File: config.mk
export PLATFORM = sky130hd
export DESIGN_NAME = link_header_ethertype_locator_flat
export DESIGN_NICKNAME = d
export VERILOG_FILES = /design/src/rtl/core/lhel_pkg.sv /design/src/rtl/core/lhel_if.sv /design/src/rtl/core/lhel_in_reg.sv /design/src/rtl/core/lhel_parser.sv /design/src/rtl/core/lhel_out_reg.sv /design/src/rtl/core/link_header_ethertype_locator.sv /design/src/flat_wrapper.sv
export SDC_FILE = /design/constraint.sdc
export NUM_CORES = 1
export LEC_CHECK = 0
export ABC_AREA = 1
export ABC_CLOCK_PERIOD_IN_PS = 7600
export BUFFER_PORTS_ARGS = -buffer_cell sky130_fd_sc_hd__buf_2
export CAP_MARGIN = 20
export CORE_MARGIN = 3
export CORE_UTILIZATION = 60
export CTS_CLUSTER_DIAMETER = 100
export DETAILED_ROUTE_END_ITERATION = 10
export PLACE_DENSITY = 0.78
export SYNTH_ARGS = -nofsm -noshare
export SYNTH_HDL_FRONTEND = slang
export SYNTH_HIERARCHICAL = 1
export SYNTH_SLANG_ARGS = --single-unit
File: constraint.sdc
create_clock -name i_clk -period 7.6 [get_ports i_clk]
set_input_delay 0.76 -clock i_clk [delete_from_list [all_inputs] [get_ports i_clk]]
set_output_delay 0.76 -clock i_clk [all_outputs]
set_load 0.03 [all_outputs]
File: src/rtl/core/lhel_pkg.sv
// ----------------------------------------------------------------------------
// lhel_pkg
// Shared types and constants for the link header EtherType locator.
// ----------------------------------------------------------------------------
`timescale 1ns / 1ps

package lhel_pkg;

    localparam int POS_W = 17;
    localparam int RT_W  = 16;
    localparam int ET_W  = 16;
    localparam int ST_W  = 3;
    localparam int LT_W  = 2;

    // Link types held in the configuration register.
    localparam logic [LT_W-1:0] LT_ETHERNET = 2'd0;
    localparam logic [LT_W-1:0] LT_COOKED   = 2'd1;
    localparam logic [LT_W-1:0] LT_RAW_WLAN = 2'd2;
    localparam logic [LT_W-1:0] LT_RADIOTAP = 2'd3;

    // Result status codes.
    localparam logic [ST_W-1:0] ST_IP       = 3'd0;
    localparam logic [ST_W-1:0] ST_VLAN     = 3'd1;
    localparam logic [ST_W-1:0] ST_OTHER    = 3'd2;
    localparam logic [ST_W-1:0] ST_NOTFOUND = 3'd3;
    localparam logic [ST_W-1:0] ST_SHORT    = 3'd4;

    localparam logic [ET_W-1:0] ET_IPV4 = 16'h0800;
    localparam logic [ET_W-1:0] ET_IPV6 = 16'h86DD;
    localparam logic [ET_W-1:0] ET_VLAN = 16'h8100;

    localparam logic [23:0]      SNAP_HDR     = 24'hAAAA03;
    localparam logic [POS_W-1:0] OFF_ETHERNET = 17'd12;
    localparam logic [POS_W-1:0] OFF_COOKED   = 17'd14;
    localparam logic [POS_W:0]   SEARCH_FIRST = 18'd26;
    localparam logic [POS_W:0]   SEARCH_LAST  = 18'd38;

    typedef enum logic [6:0] {
        PH_START    = 7'b0000001,
        PH_RADIOTAP = 7'b0000010,
        PH_WAIT_FC  = 7'b0000100,
        PH_SEARCH   = 7'b0001000,
        PH_READ     = 7'b0010000,
        PH_FOUND    = 7'b0100000,
        PH_NOTFOUND = 7'b1000000
    } t_phase;

    typedef struct packed {
        logic [7:0] frame_byte;
        logic       frame_end;
    } t_item;

    typedef struct packed {
        logic [POS_W-1:0] ethertype_offset;
        logic [ET_W-1:0]  ethertype_value;
        logic [ST_W-1:0]  status;
    } t_result;

endpackage

File: src/rtl/core/lhel_if.sv
// ----------------------------------------------------------------------------
// lhel_if
// Valid/ready channels of the EtherType locator: frame bytes, results and
// the link type register write.
// ----------------------------------------------------------------------------
`timescale 1ns / 1ps

interface lhel_frame_if;
    logic       valid;
    logic       ready;
    logic [7:0] frame_byte;
    logic       frame_end;
    modport source (output valid, frame_byte, frame_end, input ready);
    modport sink   (input valid, frame_byte, frame_end, output ready);
endinterface

interface lhel_result_if;
    logic                          valid;
    logic                          ready;
    logic [lhel_pkg::POS_W-1:0]    ethertype_offset;
    logic [lhel_pkg::ET_W-1:0]     ethertype_value;
    logic [lhel_pkg::ST_W-1:0]     status;
    modport source (output valid, ethertype_offset, ethertype_value, status, input ready);
    modport sink   (input valid, ethertype_offset, ethertype_value, status, output ready);
endinterface

interface lhel_cfg_if;
    logic                       valid;
    logic                       ready;
    logic [lhel_pkg::LT_W-1:0]  link_type;
    modport source (output valid, link_type, input ready);
    modport sink   (input valid, link_type, output ready);
endinterface

File: src/rtl/core/lhel_in_reg.sv
// ----------------------------------------------------------------------------
// lhel_in_reg
// Input register ahead of the parser: one byte per cycle while it takes them.
// ----------------------------------------------------------------------------
`timescale 1ns / 1ps

module lhel_in_reg (
    input  logic               i_clk,
    input  logic               i_rst_n,
    lhel_frame_if.sink         i_frame,
    input  logic               i_take,
    output logic               o_valid,
    output lhel_pkg::t_item    o_item
);

    logic            r_valid;
    lhel_pkg::t_item r_item;
    logic            w_load;

    assign i_frame.ready = !r_valid || i_take;
    assign w_load        = i_frame.valid && i_frame.ready;

    always_ff @(posedge i_clk) begin
        if (!i_rst_n) begin
            r_valid <= 1'b0;
        end else if (w_load) begin
            r_valid <= 1'b1;
        end else if (i_take) begin
            r_valid <= 1'b0;
        end
    end

    always_ff @(posedge i_clk) begin
        if (w_load) begin
            r_item.frame_byte <= i_frame.frame_byte;
            r_item.frame_end  <= i_frame.frame_end;
        end
    end

    assign o_valid = r_valid;
    assign o_item  = r_item;

endmodule

File: src/rtl/core/lhel_parser.sv
// ----------------------------------------------------------------------------
// lhel_parser
// Per-frame parse state and the combinational step that consumes one byte.
// ----------------------------------------------------------------------------
`timescale 1ns / 1ps

module lhel_parser (
    input  logic                           i_clk,
    input  logic                           i_rst_n,
    input  logic [lhel_pkg::LT_W-1:0]      i_link_type,
    input  logic                           i_valid,
    input  lhel_pkg::t_item                i_item,
    input  logic                           i_out_free,
    output logic                           o_take,
    output logic                           o_res_valid,
    output lhel_pkg::t_result              o_res
);

    localparam int PW = lhel_pkg::POS_W;

    lhel_pkg::t_phase          r_phase, n_phase;
    logic [PW-1:0]             r_pos, n_pos;
    logic [lhel_pkg::RT_W-1:0] r_rtlen, n_rtlen;
    logic [15:0]               r_recent, n_recent;
    logic [PW-1:0]             r_found, n_found;
    logic [lhel_pkg::ET_W-1:0] r_type, n_type;
    logic [7:0]                w_b;
    logic [1:0]                w_ftype;
    logic [3:0]                w_fsub;
    logic [PW:0]               w_pos_x;
    logic [PW:0]               w_rt_x;
    logic [PW:0]               w_found_x;

    // A byte that closes a frame may only move on when the result register
    // can take the result.
    assign o_take  = i_valid && (!i_item.frame_end || i_out_free);
    assign w_b     = i_item.frame_byte;
    assign w_ftype = w_b[3:2];
    assign w_fsub  = w_b[7:4];

    always_comb begin
        n_phase   = r_phase;
        n_rtlen   = r_rtlen;
        n_found   = r_found;
        n_type    = r_type;
        n_recent  = {r_recent[7:0], w_b};
        w_pos_x   = {1'b0, r_pos};
        w_rt_x    = '0;
        w_found_x = '0;

        if (n_phase == lhel_pkg::PH_START) begin
            unique case (i_link_type)
                lhel_pkg::LT_ETHERNET: begin
                    n_found = lhel_pkg::OFF_ETHERNET;
                    n_phase = lhel_pkg::PH_READ;
                end
                lhel_pkg::LT_COOKED: begin
                    n_found = lhel_pkg::OFF_COOKED;
                    n_phase = lhel_pkg::PH_READ;
                end
                lhel_pkg::LT_RAW_WLAN: begin
                    n_rtlen = '0;
                    n_phase = lhel_pkg::PH_WAIT_FC;
                end
                default: begin
                    n_phase = lhel_pkg::PH_RADIOTAP;
                end
            endcase
        end

        // Radiotap length is little-endian at bytes two and three.
        if (n_phase == lhel_pkg::PH_RADIOTAP) begin
            if (r_pos == PW'(2)) begin
                n_rtlen = {8'd0, w_b};
            end else if (r_pos == PW'(3)) begin
                n_rtlen = {w_b, n_rtlen[7:0]};
                n_phase = (n_rtlen < 16'd4) ? lhel_pkg::PH_NOTFOUND
                                            : lhel_pkg::PH_WAIT_FC;
            end
        end

        w_rt_x    = {{(PW + 1 - lhel_pkg::RT_W){1'b0}}, n_rtlen};
        w_found_x = {1'b0, n_found};

        if (n_phase == lhel_pkg::PH_WAIT_FC && w_pos_x == w_rt_x) begin
            // Only data frames carry an LLC/SNAP header worth searching.
            if (w_ftype == 2'd2 && (w_fsub < 4'd4 || (w_fsub >= 4'd8 && w_fsub < 4'd12))) begin
                n_phase = lhel_pkg::PH_SEARCH;
            end else begin
                n_phase = lhel_pkg::PH_NOTFOUND;
            end
        end else if (n_phase == lhel_pkg::PH_SEARCH) begin
            if (w_pos_x >= w_rt_x + lhel_pkg::SEARCH_FIRST
                    && {r_recent, w_b} == lhel_pkg::SNAP_HDR) begin
                n_found = r_pos + PW'(4);
                n_phase = lhel_pkg::PH_READ;
            end else if (w_pos_x >= w_rt_x + lhel_pkg::SEARCH_LAST) begin
                n_phase = lhel_pkg::PH_NOTFOUND;
            end
        end else if (n_phase == lhel_pkg::PH_READ) begin
            if (w_pos_x == w_found_x) begin
                n_type = {w_b, 8'd0};
            end else if (w_pos_x == w_found_x + (PW + 1)'(1)) begin
                n_type  = {n_type[15:8], w_b};
                n_phase = lhel_pkg::PH_FOUND;
            end
        end

        n_pos = (r_pos == '1) ? r_pos : r_pos + PW'(1);
    end

    always_comb begin
        o_res.ethertype_offset = '0;
        o_res.ethertype_value  = '0;
        o_res.status           = lhel_pkg::ST_SHORT;
        if (n_phase == lhel_pkg::PH_FOUND) begin
            o_res.ethertype_value  = n_type;
            o_res.ethertype_offset = n_found;
            if (n_type == lhel_pkg::ET_IPV4 || n_type == lhel_pkg::ET_IPV6) begin
                o_res.status = lhel_pkg::ST_IP;
            end else if (n_type == lhel_pkg::ET_VLAN) begin
                o_res.status           = lhel_pkg::ST_VLAN;
                o_res.ethertype_offset = n_found + PW'(4);
            end else begin
                o_res.status = lhel_pkg::ST_OTHER;
            end
        end else if (n_phase == lhel_pkg::PH_NOTFOUND) begin
            o_res.status = lhel_pkg::ST_NOTFOUND;
        end
    end

    assign o_res_valid = o_take && i_item.frame_end;

    always_ff @(posedge i_clk) begin
        if (!i_rst_n) begin
            r_phase  <= lhel_pkg::PH_START;
            r_pos    <= '0;
            r_rtlen  <= '0;
            r_recent <= '0;
            r_found  <= '0;
            r_type   <= '0;
        end else if (o_take) begin
            if (i_item.frame_end) begin
                r_phase  <= lhel_pkg::PH_START;
                r_pos    <= '0;
                r_rtlen  <= '0;
                r_recent <= '0;
                r_found  <= '0;
                r_type   <= '0;
            end else begin
                r_phase  <= n_phase;
                r_pos    <= n_pos;
                r_rtlen  <= n_rtlen;
                r_recent <= n_recent;
                r_found  <= n_found;
                r_type   <= n_type;
            end
        end
    end

endmodule

File: src/rtl/core/lhel_out_reg.sv
// ----------------------------------------------------------------------------
// lhel_out_reg
// Result register: holds one result until the downstream side takes it.
// ----------------------------------------------------------------------------
`timescale 1ns / 1ps

module lhel_out_reg (
    input  logic               i_clk,
    input  logic               i_rst_n,
    input  logic               i_load,
    input  lhel_pkg::t_result  i_res,
    output logic               o_free,
    lhel_result_if.source      o_result
);

    logic              r_valid;
    lhel_pkg::t_result r_res;

    assign o_free = !r_valid || o_result.ready;

    always_ff @(posedge i_clk) begin
        if (!i_rst_n) begin
            r_valid <= 1'b0;
        end else if (i_load) begin
            r_valid <= 1'b1;
        end else if (o_result.ready) begin
            r_valid <= 1'b0;
        end
    end

    always_ff @(posedge i_clk) begin
        if (i_load) begin
            r_res <= i_res;
        end
    end

    assign o_result.valid            = r_valid;
    assign o_result.ethertype_offset = r_res.ethertype_offset;
    assign o_result.ethertype_value  = r_res.ethertype_value;
    assign o_result.status           = r_res.status;

endmodule

File: src/rtl/core/link_header_ethertype_locator.sv
// ----------------------------------------------------------------------------
// link_header_ethertype_locator
// Locates the EtherType of a captured frame streamed one byte per item.
// ----------------------------------------------------------------------------
`timescale 1ns / 1ps

// The block takes one frame byte per cycle and, on the byte marked as the
// frame's last, gives one result: the byte offset of the EtherType, its value
// and a status (IPv4 or IPv6, VLAN skipped, other EtherType, not found, or
// frame too short). Ethernet frames carry the EtherType at offset 12 and
// Linux cooked captures at offset 14; for 802.11 the optional radiotap header
// is skipped by its little-endian length, only data frames are searched, and
// an LLC/SNAP header is looked for at MAC positions 24 to 36. A VLAN EtherType
// adds 4 to the reported offset. The link type register is sampled at each
// frame's first byte, so a write made between frames applies to the next one.
// Throughput is one byte per cycle without a gap, except while a frame's last
// byte is held back as below. A frame's last byte is accepted into the input
// register, and the parse step then loads the result into the result register
// that drives the output. The parse state advances once per byte, and this
// combinational step is what sets the rate. The result register lets the next
// frame's bytes flow in while a result waits to be taken; only a frame's last
// byte is held back when the previous result is still waiting.

module link_header_ethertype_locator (
    input  logic          i_clk,
    input  logic          i_rst_n,
    lhel_cfg_if.sink      i_cfg,
    lhel_frame_if.sink    i_frame,
    lhel_result_if.source o_result
);

    logic [lhel_pkg::LT_W-1:0] r_link_type;
    logic                      w_item_valid;
    lhel_pkg::t_item           w_item;
    logic                      w_take;
    logic                      w_out_free;
    logic                      w_res_valid;
    lhel_pkg::t_result         w_res;

    // The link type register is always writable.
    assign i_cfg.ready = 1'b1;

    always_ff @(posedge i_clk) begin
        if (!i_rst_n) begin
            r_link_type <= lhel_pkg::LT_ETHERNET;
        end else if (i_cfg.valid) begin
            r_link_type <= i_cfg.link_type;
        end
    end

    lhel_in_reg u_in_reg (
        .i_clk   (i_clk),
        .i_rst_n (i_rst_n),
        .i_frame (i_frame),
        .i_take  (w_take),
        .o_valid (w_item_valid),
        .o_item  (w_item)
    );

    lhel_parser u_parser (
        .i_clk       (i_clk),
        .i_rst_n     (i_rst_n),
        .i_link_type (r_link_type),
        .i_valid     (w_item_valid),
        .i_item      (w_item),
        .i_out_free  (w_out_free),
        .o_take      (w_take),
        .o_res_valid (w_res_valid),
        .o_res       (w_res)
    );

    lhel_out_reg u_out_reg (
        .i_clk    (i_clk),
        .i_rst_n  (i_rst_n),
        .i_load   (w_res_valid),
        .i_res    (w_res),
        .o_free   (w_out_free),
        .o_result (o_result)
    );

endmodule

File: src/flat_wrapper.sv
// flat-port wrapper written by rule: the top's interface ports become plain ports
module link_header_ethertype_locator_flat 
  (i_clk, i_rst_n, i_cfg_valid, i_cfg_link_type, i_cfg_ready, i_frame_valid, i_frame_frame_byte, i_frame_frame_end, i_frame_ready, o_result_valid, o_result_ethertype_offset, o_result_ethertype_value, o_result_status, o_result_ready);
  lhel_cfg_if i_cfg_i ();
  lhel_frame_if i_frame_i ();
  lhel_result_if o_result_i ();
  input  logic i_clk;
  input  logic i_rst_n;
  input wire logic [$bits(i_cfg_i.valid)-1:0] i_cfg_valid;
  input wire logic [$bits(i_cfg_i.link_type)-1:0] i_cfg_link_type;
  output wire logic [$bits(i_cfg_i.ready)-1:0] i_cfg_ready;
  input wire logic [$bits(i_frame_i.valid)-1:0] i_frame_valid;
  input wire logic [$bits(i_frame_i.frame_byte)-1:0] i_frame_frame_byte;
  input wire logic [$bits(i_frame_i.frame_end)-1:0] i_frame_frame_end;
  output wire logic [$bits(i_frame_i.ready)-1:0] i_frame_ready;
  output wire logic [$bits(o_result_i.valid)-1:0] o_result_valid;
  output wire logic [$bits(o_result_i.ethertype_offset)-1:0] o_result_ethertype_offset;
  output wire logic [$bits(o_result_i.ethertype_value)-1:0] o_result_ethertype_value;
  output wire logic [$bits(o_result_i.status)-1:0] o_result_status;
  input wire logic [$bits(o_result_i.ready)-1:0] o_result_ready;
  assign i_cfg_i.valid = i_cfg_valid;
  assign i_cfg_i.link_type = i_cfg_link_type;
  assign i_cfg_ready = i_cfg_i.ready;
  assign i_frame_i.valid = i_frame_valid;
  assign i_frame_i.frame_byte = i_frame_frame_byte;
  assign i_frame_i.frame_end = i_frame_frame_end;
  assign i_frame_ready = i_frame_i.ready;
  assign o_result_valid = o_result_i.valid;
  assign o_result_ethertype_offset = o_result_i.ethertype_offset;
  assign o_result_ethertype_value = o_result_i.ethertype_value;
  assign o_result_status = o_result_i.status;
  assign o_result_i.ready = o_result_ready;
  link_header_ethertype_locator u_core (.i_clk(i_clk), .i_rst_n(i_rst_n), .i_cfg(i_cfg_i), .i_frame(i_frame_i), .o_result(o_result_i));
endmodule
==> flow_metrics.env <==
export IMPL_slowest_stage="o21ai_0"
export IMPL_max_stage_delay_ns=0.50
export IMPL_tns_ns=0
export IMPL_crit_type="flip-flop to flip-flop"
export IMPL_insertion_delay_ns=0.43
export IMPL_insertedDiodeCount=0
export IMPL_coreArea_sq_um=16900
export IMPL_cts_sinks=138
export IMPL_final_common_cell="nand2_1"
export IMPL_cts_resized=0
export IMPL_root_buffer="clkbuf_16"
export IMPL_routabilityCongestion=1.04
export IMPL_fin_skew_ns=0.0126
export IMPL_dp_slack_ns=0.892
export IMPL_power_mw=1.99
export IMPL_clkSlewWorstSetupHoldPaths_ns=0.07
export IMPL_syn_num_nets=1679
export IMPL_cp_end_kind="flip-flop"
export IMPL_crit_path_max_fanout=21
export IMPL_cp_start_kind="flip-flop"
export IMPL_synthSimpleGateAreaFrac_pct=40.3
export IMPL_grt_ovfl_total=0
export IMPL_vdd_ir_drop_max_v=0.000162
export IMPL_dieArea_sq_um=19200
export IMPL_routedWlPerCell_um=17.3
export IMPL_vias=10918
export IMPL_synth_edf_count=45
export IMPL_ys_warn_count=6
export IMPL_netlist_instances=1622
export IMPL_relSlewSlack_pct=31.6
export IMPL_netlist_cell_type_count=53
export IMPL_r2r_worst_path_cells=38
export IMPL_ys_seq_area_share_pct=30.5
export IMPL_r2r_setup_slack_ns=0.73
export IMPL_floorplan_initialDensity_pct=62.4
export IMPL_synthToLayoutAreaGrowth_pct=9.20
export IMPL_drtAntennaViolNets=0
export IMPL_final_setup_viol_count=0
export IMPL_num_rows=47
export IMPL_holdPathEnd="u_core/u_parser/r_rtlen[1]"
export IMPL_ctsHoldBuffers=0
export IMPL_drive_gt1_share_pct=11.7
export IMPL_required_ns=7.75
export IMPL_syn_avg_cell_area_sq_um=6.50
export IMPL_holdCritPathClass="flip-flop to flip-flop"
export IMPL_hp_start="u_core/u_parser/r_rtlen[1]"
export IMPL_path_common_cell="nand2_1"
export IMPL_synth_xor_area_share_pct=4.38
export IMPL_syn_area_sq_um=10500
export IMPL_worst_slew_pin_slew_ns=1.03
export IMPL_drc=0
export IMPL_h_tree_depth=4
export IMPL_synth_top_family_by_area="simple AND/OR/NAND/NOR gates"
export IMPL_async_flop_share_pct=0
export IMPL_drt_initial_drc_count=1116
export IMPL_ys_ff_latch=138
export IMPL_p_leak_nw=5.24
export IMPL_nets=1717
export IMPL_utilization_pct=68.2
export IMPL_setup_slack_ns=0.733
export IMPL_cts_buffers=17
export IMPL_antenna_found_initial=0
export IMPL_r2r_start="u_core/r_link_type[1]"
export IMPL_max_freq_mhz=146
export IMPL_rsz0062_at_grt="no"
export IMPL_cts_tree="done"
export IMPL_die_w_um=139
export IMPL_grt_use_total_pct=33.7
export IMPL_status="complete, no violations"
export IMPL_routed_wl_um=32800
export IMPL_grt_first_pass_wirelength_um=52600
export IMPL_maxCapViolCount=0
export IMPL_grt_max_degree=69
export IMPL_regToRegEndpoint="u_core/u_out_reg/o_result.ethertype_offset[14]"
export IMPL_yosys_most_used_dff="dfxtp_1"
export IMPL_grt_pass1_vias=10113
export IMPL_min_period_over_period_pct=90.4
export IMPL_dr_pass1_iters=6
export IMPL_muxShareOfSynthArea_pct=0
export IMPL_viasPerCell=5.77
export IMPL_io_buffers=53
export IMPL_synth_compound_area_share_pct=9.89
export IMPL_arrival_ns=7.01
export IMPL_yosys_area_share_adder_pct=4.87
export IMPL_post_cts_setup_buffers=0
export IMPL_cts_max_path_buffers=2
export IMPL_chipHeight_um=139
export IMPL_power_density_nw_per_um2=173
export IMPL_holdPathStages=2
export IMPL_finalHoldViolCount=0
export IMPL_io_pins=55
export IMPL_layout_common_cells="nand2_1 (479), nor2_1 (192), inv_1 (186), nand3_1 (117), a21oi_1 (114)"
export IMPL_dp_hpwl_um=25000
export IMPL_maxSlewViolCount=0
export IMPL_min_period_ns=6.87
cells by family after synthesis:
family	count (synthesis)
simple gates	950
buf+inv	245
compound gates	196
flops	138
xor+xnor	51
fa+ha+maj	41
other cells	1
critical path, delay by kind of cell (launching register included):
kind                       cells  cell delay [ns]
buffers and inverters          6             0.55
xor gates and xnor gates       1             0.08
adders and majority gates      3             0.88
AOI/OAI and AO/OA              2             0.67
and+or+nand+nor               26             3.99
DFF                            1             0.39
cell usage after synthesis, types with 11 or more instances:
library cell | count | area (sq um)
nand3_1 | 117 | 586
nand2_2 | 40 | 250
nand4_1 | 43 | 269
nand2_1 | 479 | 1800
a21oi_1 | 114 | 571
o21ai_1 | 12 | 60.1
clkbuf_1 | 22 | 82.6
dfxtp_1 | 93 | 1860
xor2_1 | 49 | 429
o21ai_0 | 42 | 210
inv_1 | 186 | 698
nor2_1 | 193 | 724
nor3_1 | 24 | 120
edfxtp_1 | 45 | 1350
ha_1 | 41 | 513
nor2_2 | 11 | 68.8
layer usage:
metal / up-vias / routed length, um / global-route usage [%]
met3: 91 / 3270 / 6.46
met5: - / 0 / 0
li1: 5329 / - / -
met2: 562 / 14600 / 52.8
met1: 4936 / 13600 / 46.1
met4: 0 / 1230 / 13.6
power by group:
part           switching (mW)  internal (mW)  leakage, nW
clock network           0.360          0.507        0.297
registers              0.0149          0.775         1.20
logic                   0.240         0.0895         3.74
state kept, by name, summed over array words and instances, names as in the netlist:
register	count
u_core/u_parser/r_type	16
u_core/u_in_reg/o_item	9
u_core/u_parser/r_found	17
u_core/u_parser/r_recent	16
u_core/r_link_type	2
u_core/u_parser/r_rtlen	16
u_core/u_out_reg/o_result.valid	1
u_core/u_parser/r_pos	17
u_core/u_out_reg/o_result.ethertype_offset	17
u_core/u_out_reg/o_result.ethertype_value	16
u_core/u_out_reg/o_result.status	3
u_core/u_parser/r_phase	7
u_core/u_in_reg/o_valid	1
worst max-delay path by stage:
stage	startpoint	endpoint	slack, ns	depth (start not counted)
2_1_floorplan	u_core/r_link_type[1]	u_core/u_out_reg/o_result.ethertype_offset[14]	2.42	39
3_3_place_gp	u_core/u_parser/r_phase[1]	u_core/u_out_reg/o_result.ethertype_offset[14]	1.23	39
5_1_grt	u_core/r_link_type[1]	u_core/u_out_reg/o_result.ethertype_offset[8]	0.15	36
3_5_place_dp	u_core/r_link_type[1]	u_core/u_out_reg/o_result.ethertype_offset[14]	0.89	38
6_report	u_core/r_link_type[1]	u_core/u_out_reg/o_result.ethertype_offset[14]	0.73	38
4_1_cts	u_core/r_link_type[1]	u_core/u_out_reg/o_result.ethertype_offset[14]	0.88	38
layout make-up:
cell class | count | area [sq um]
fill | 1508 | 5370
sequential | 138 | 3210
clock inverter | 14 | 175
tap | 220 | 275
inverter | 196 | 739
clock buffer | 18 | 439
timing repair buffer | 68 | 378
multi-input combinational | 1239 | 6290
metrics by stage:
step	hold WS, ns	area (sq um)	instances
6_report	0.468	11500	1893
3_3_place_gp	0.452	10900	1861
5_1_grt	0.488	11500	1893
2_1_floorplan	0.445	10500	1622
3_5_place_dp	0.455	10900	1861
4_1_cts	0.465	11500	1893
Note: power is estimated with default switching activity, not from simulation.
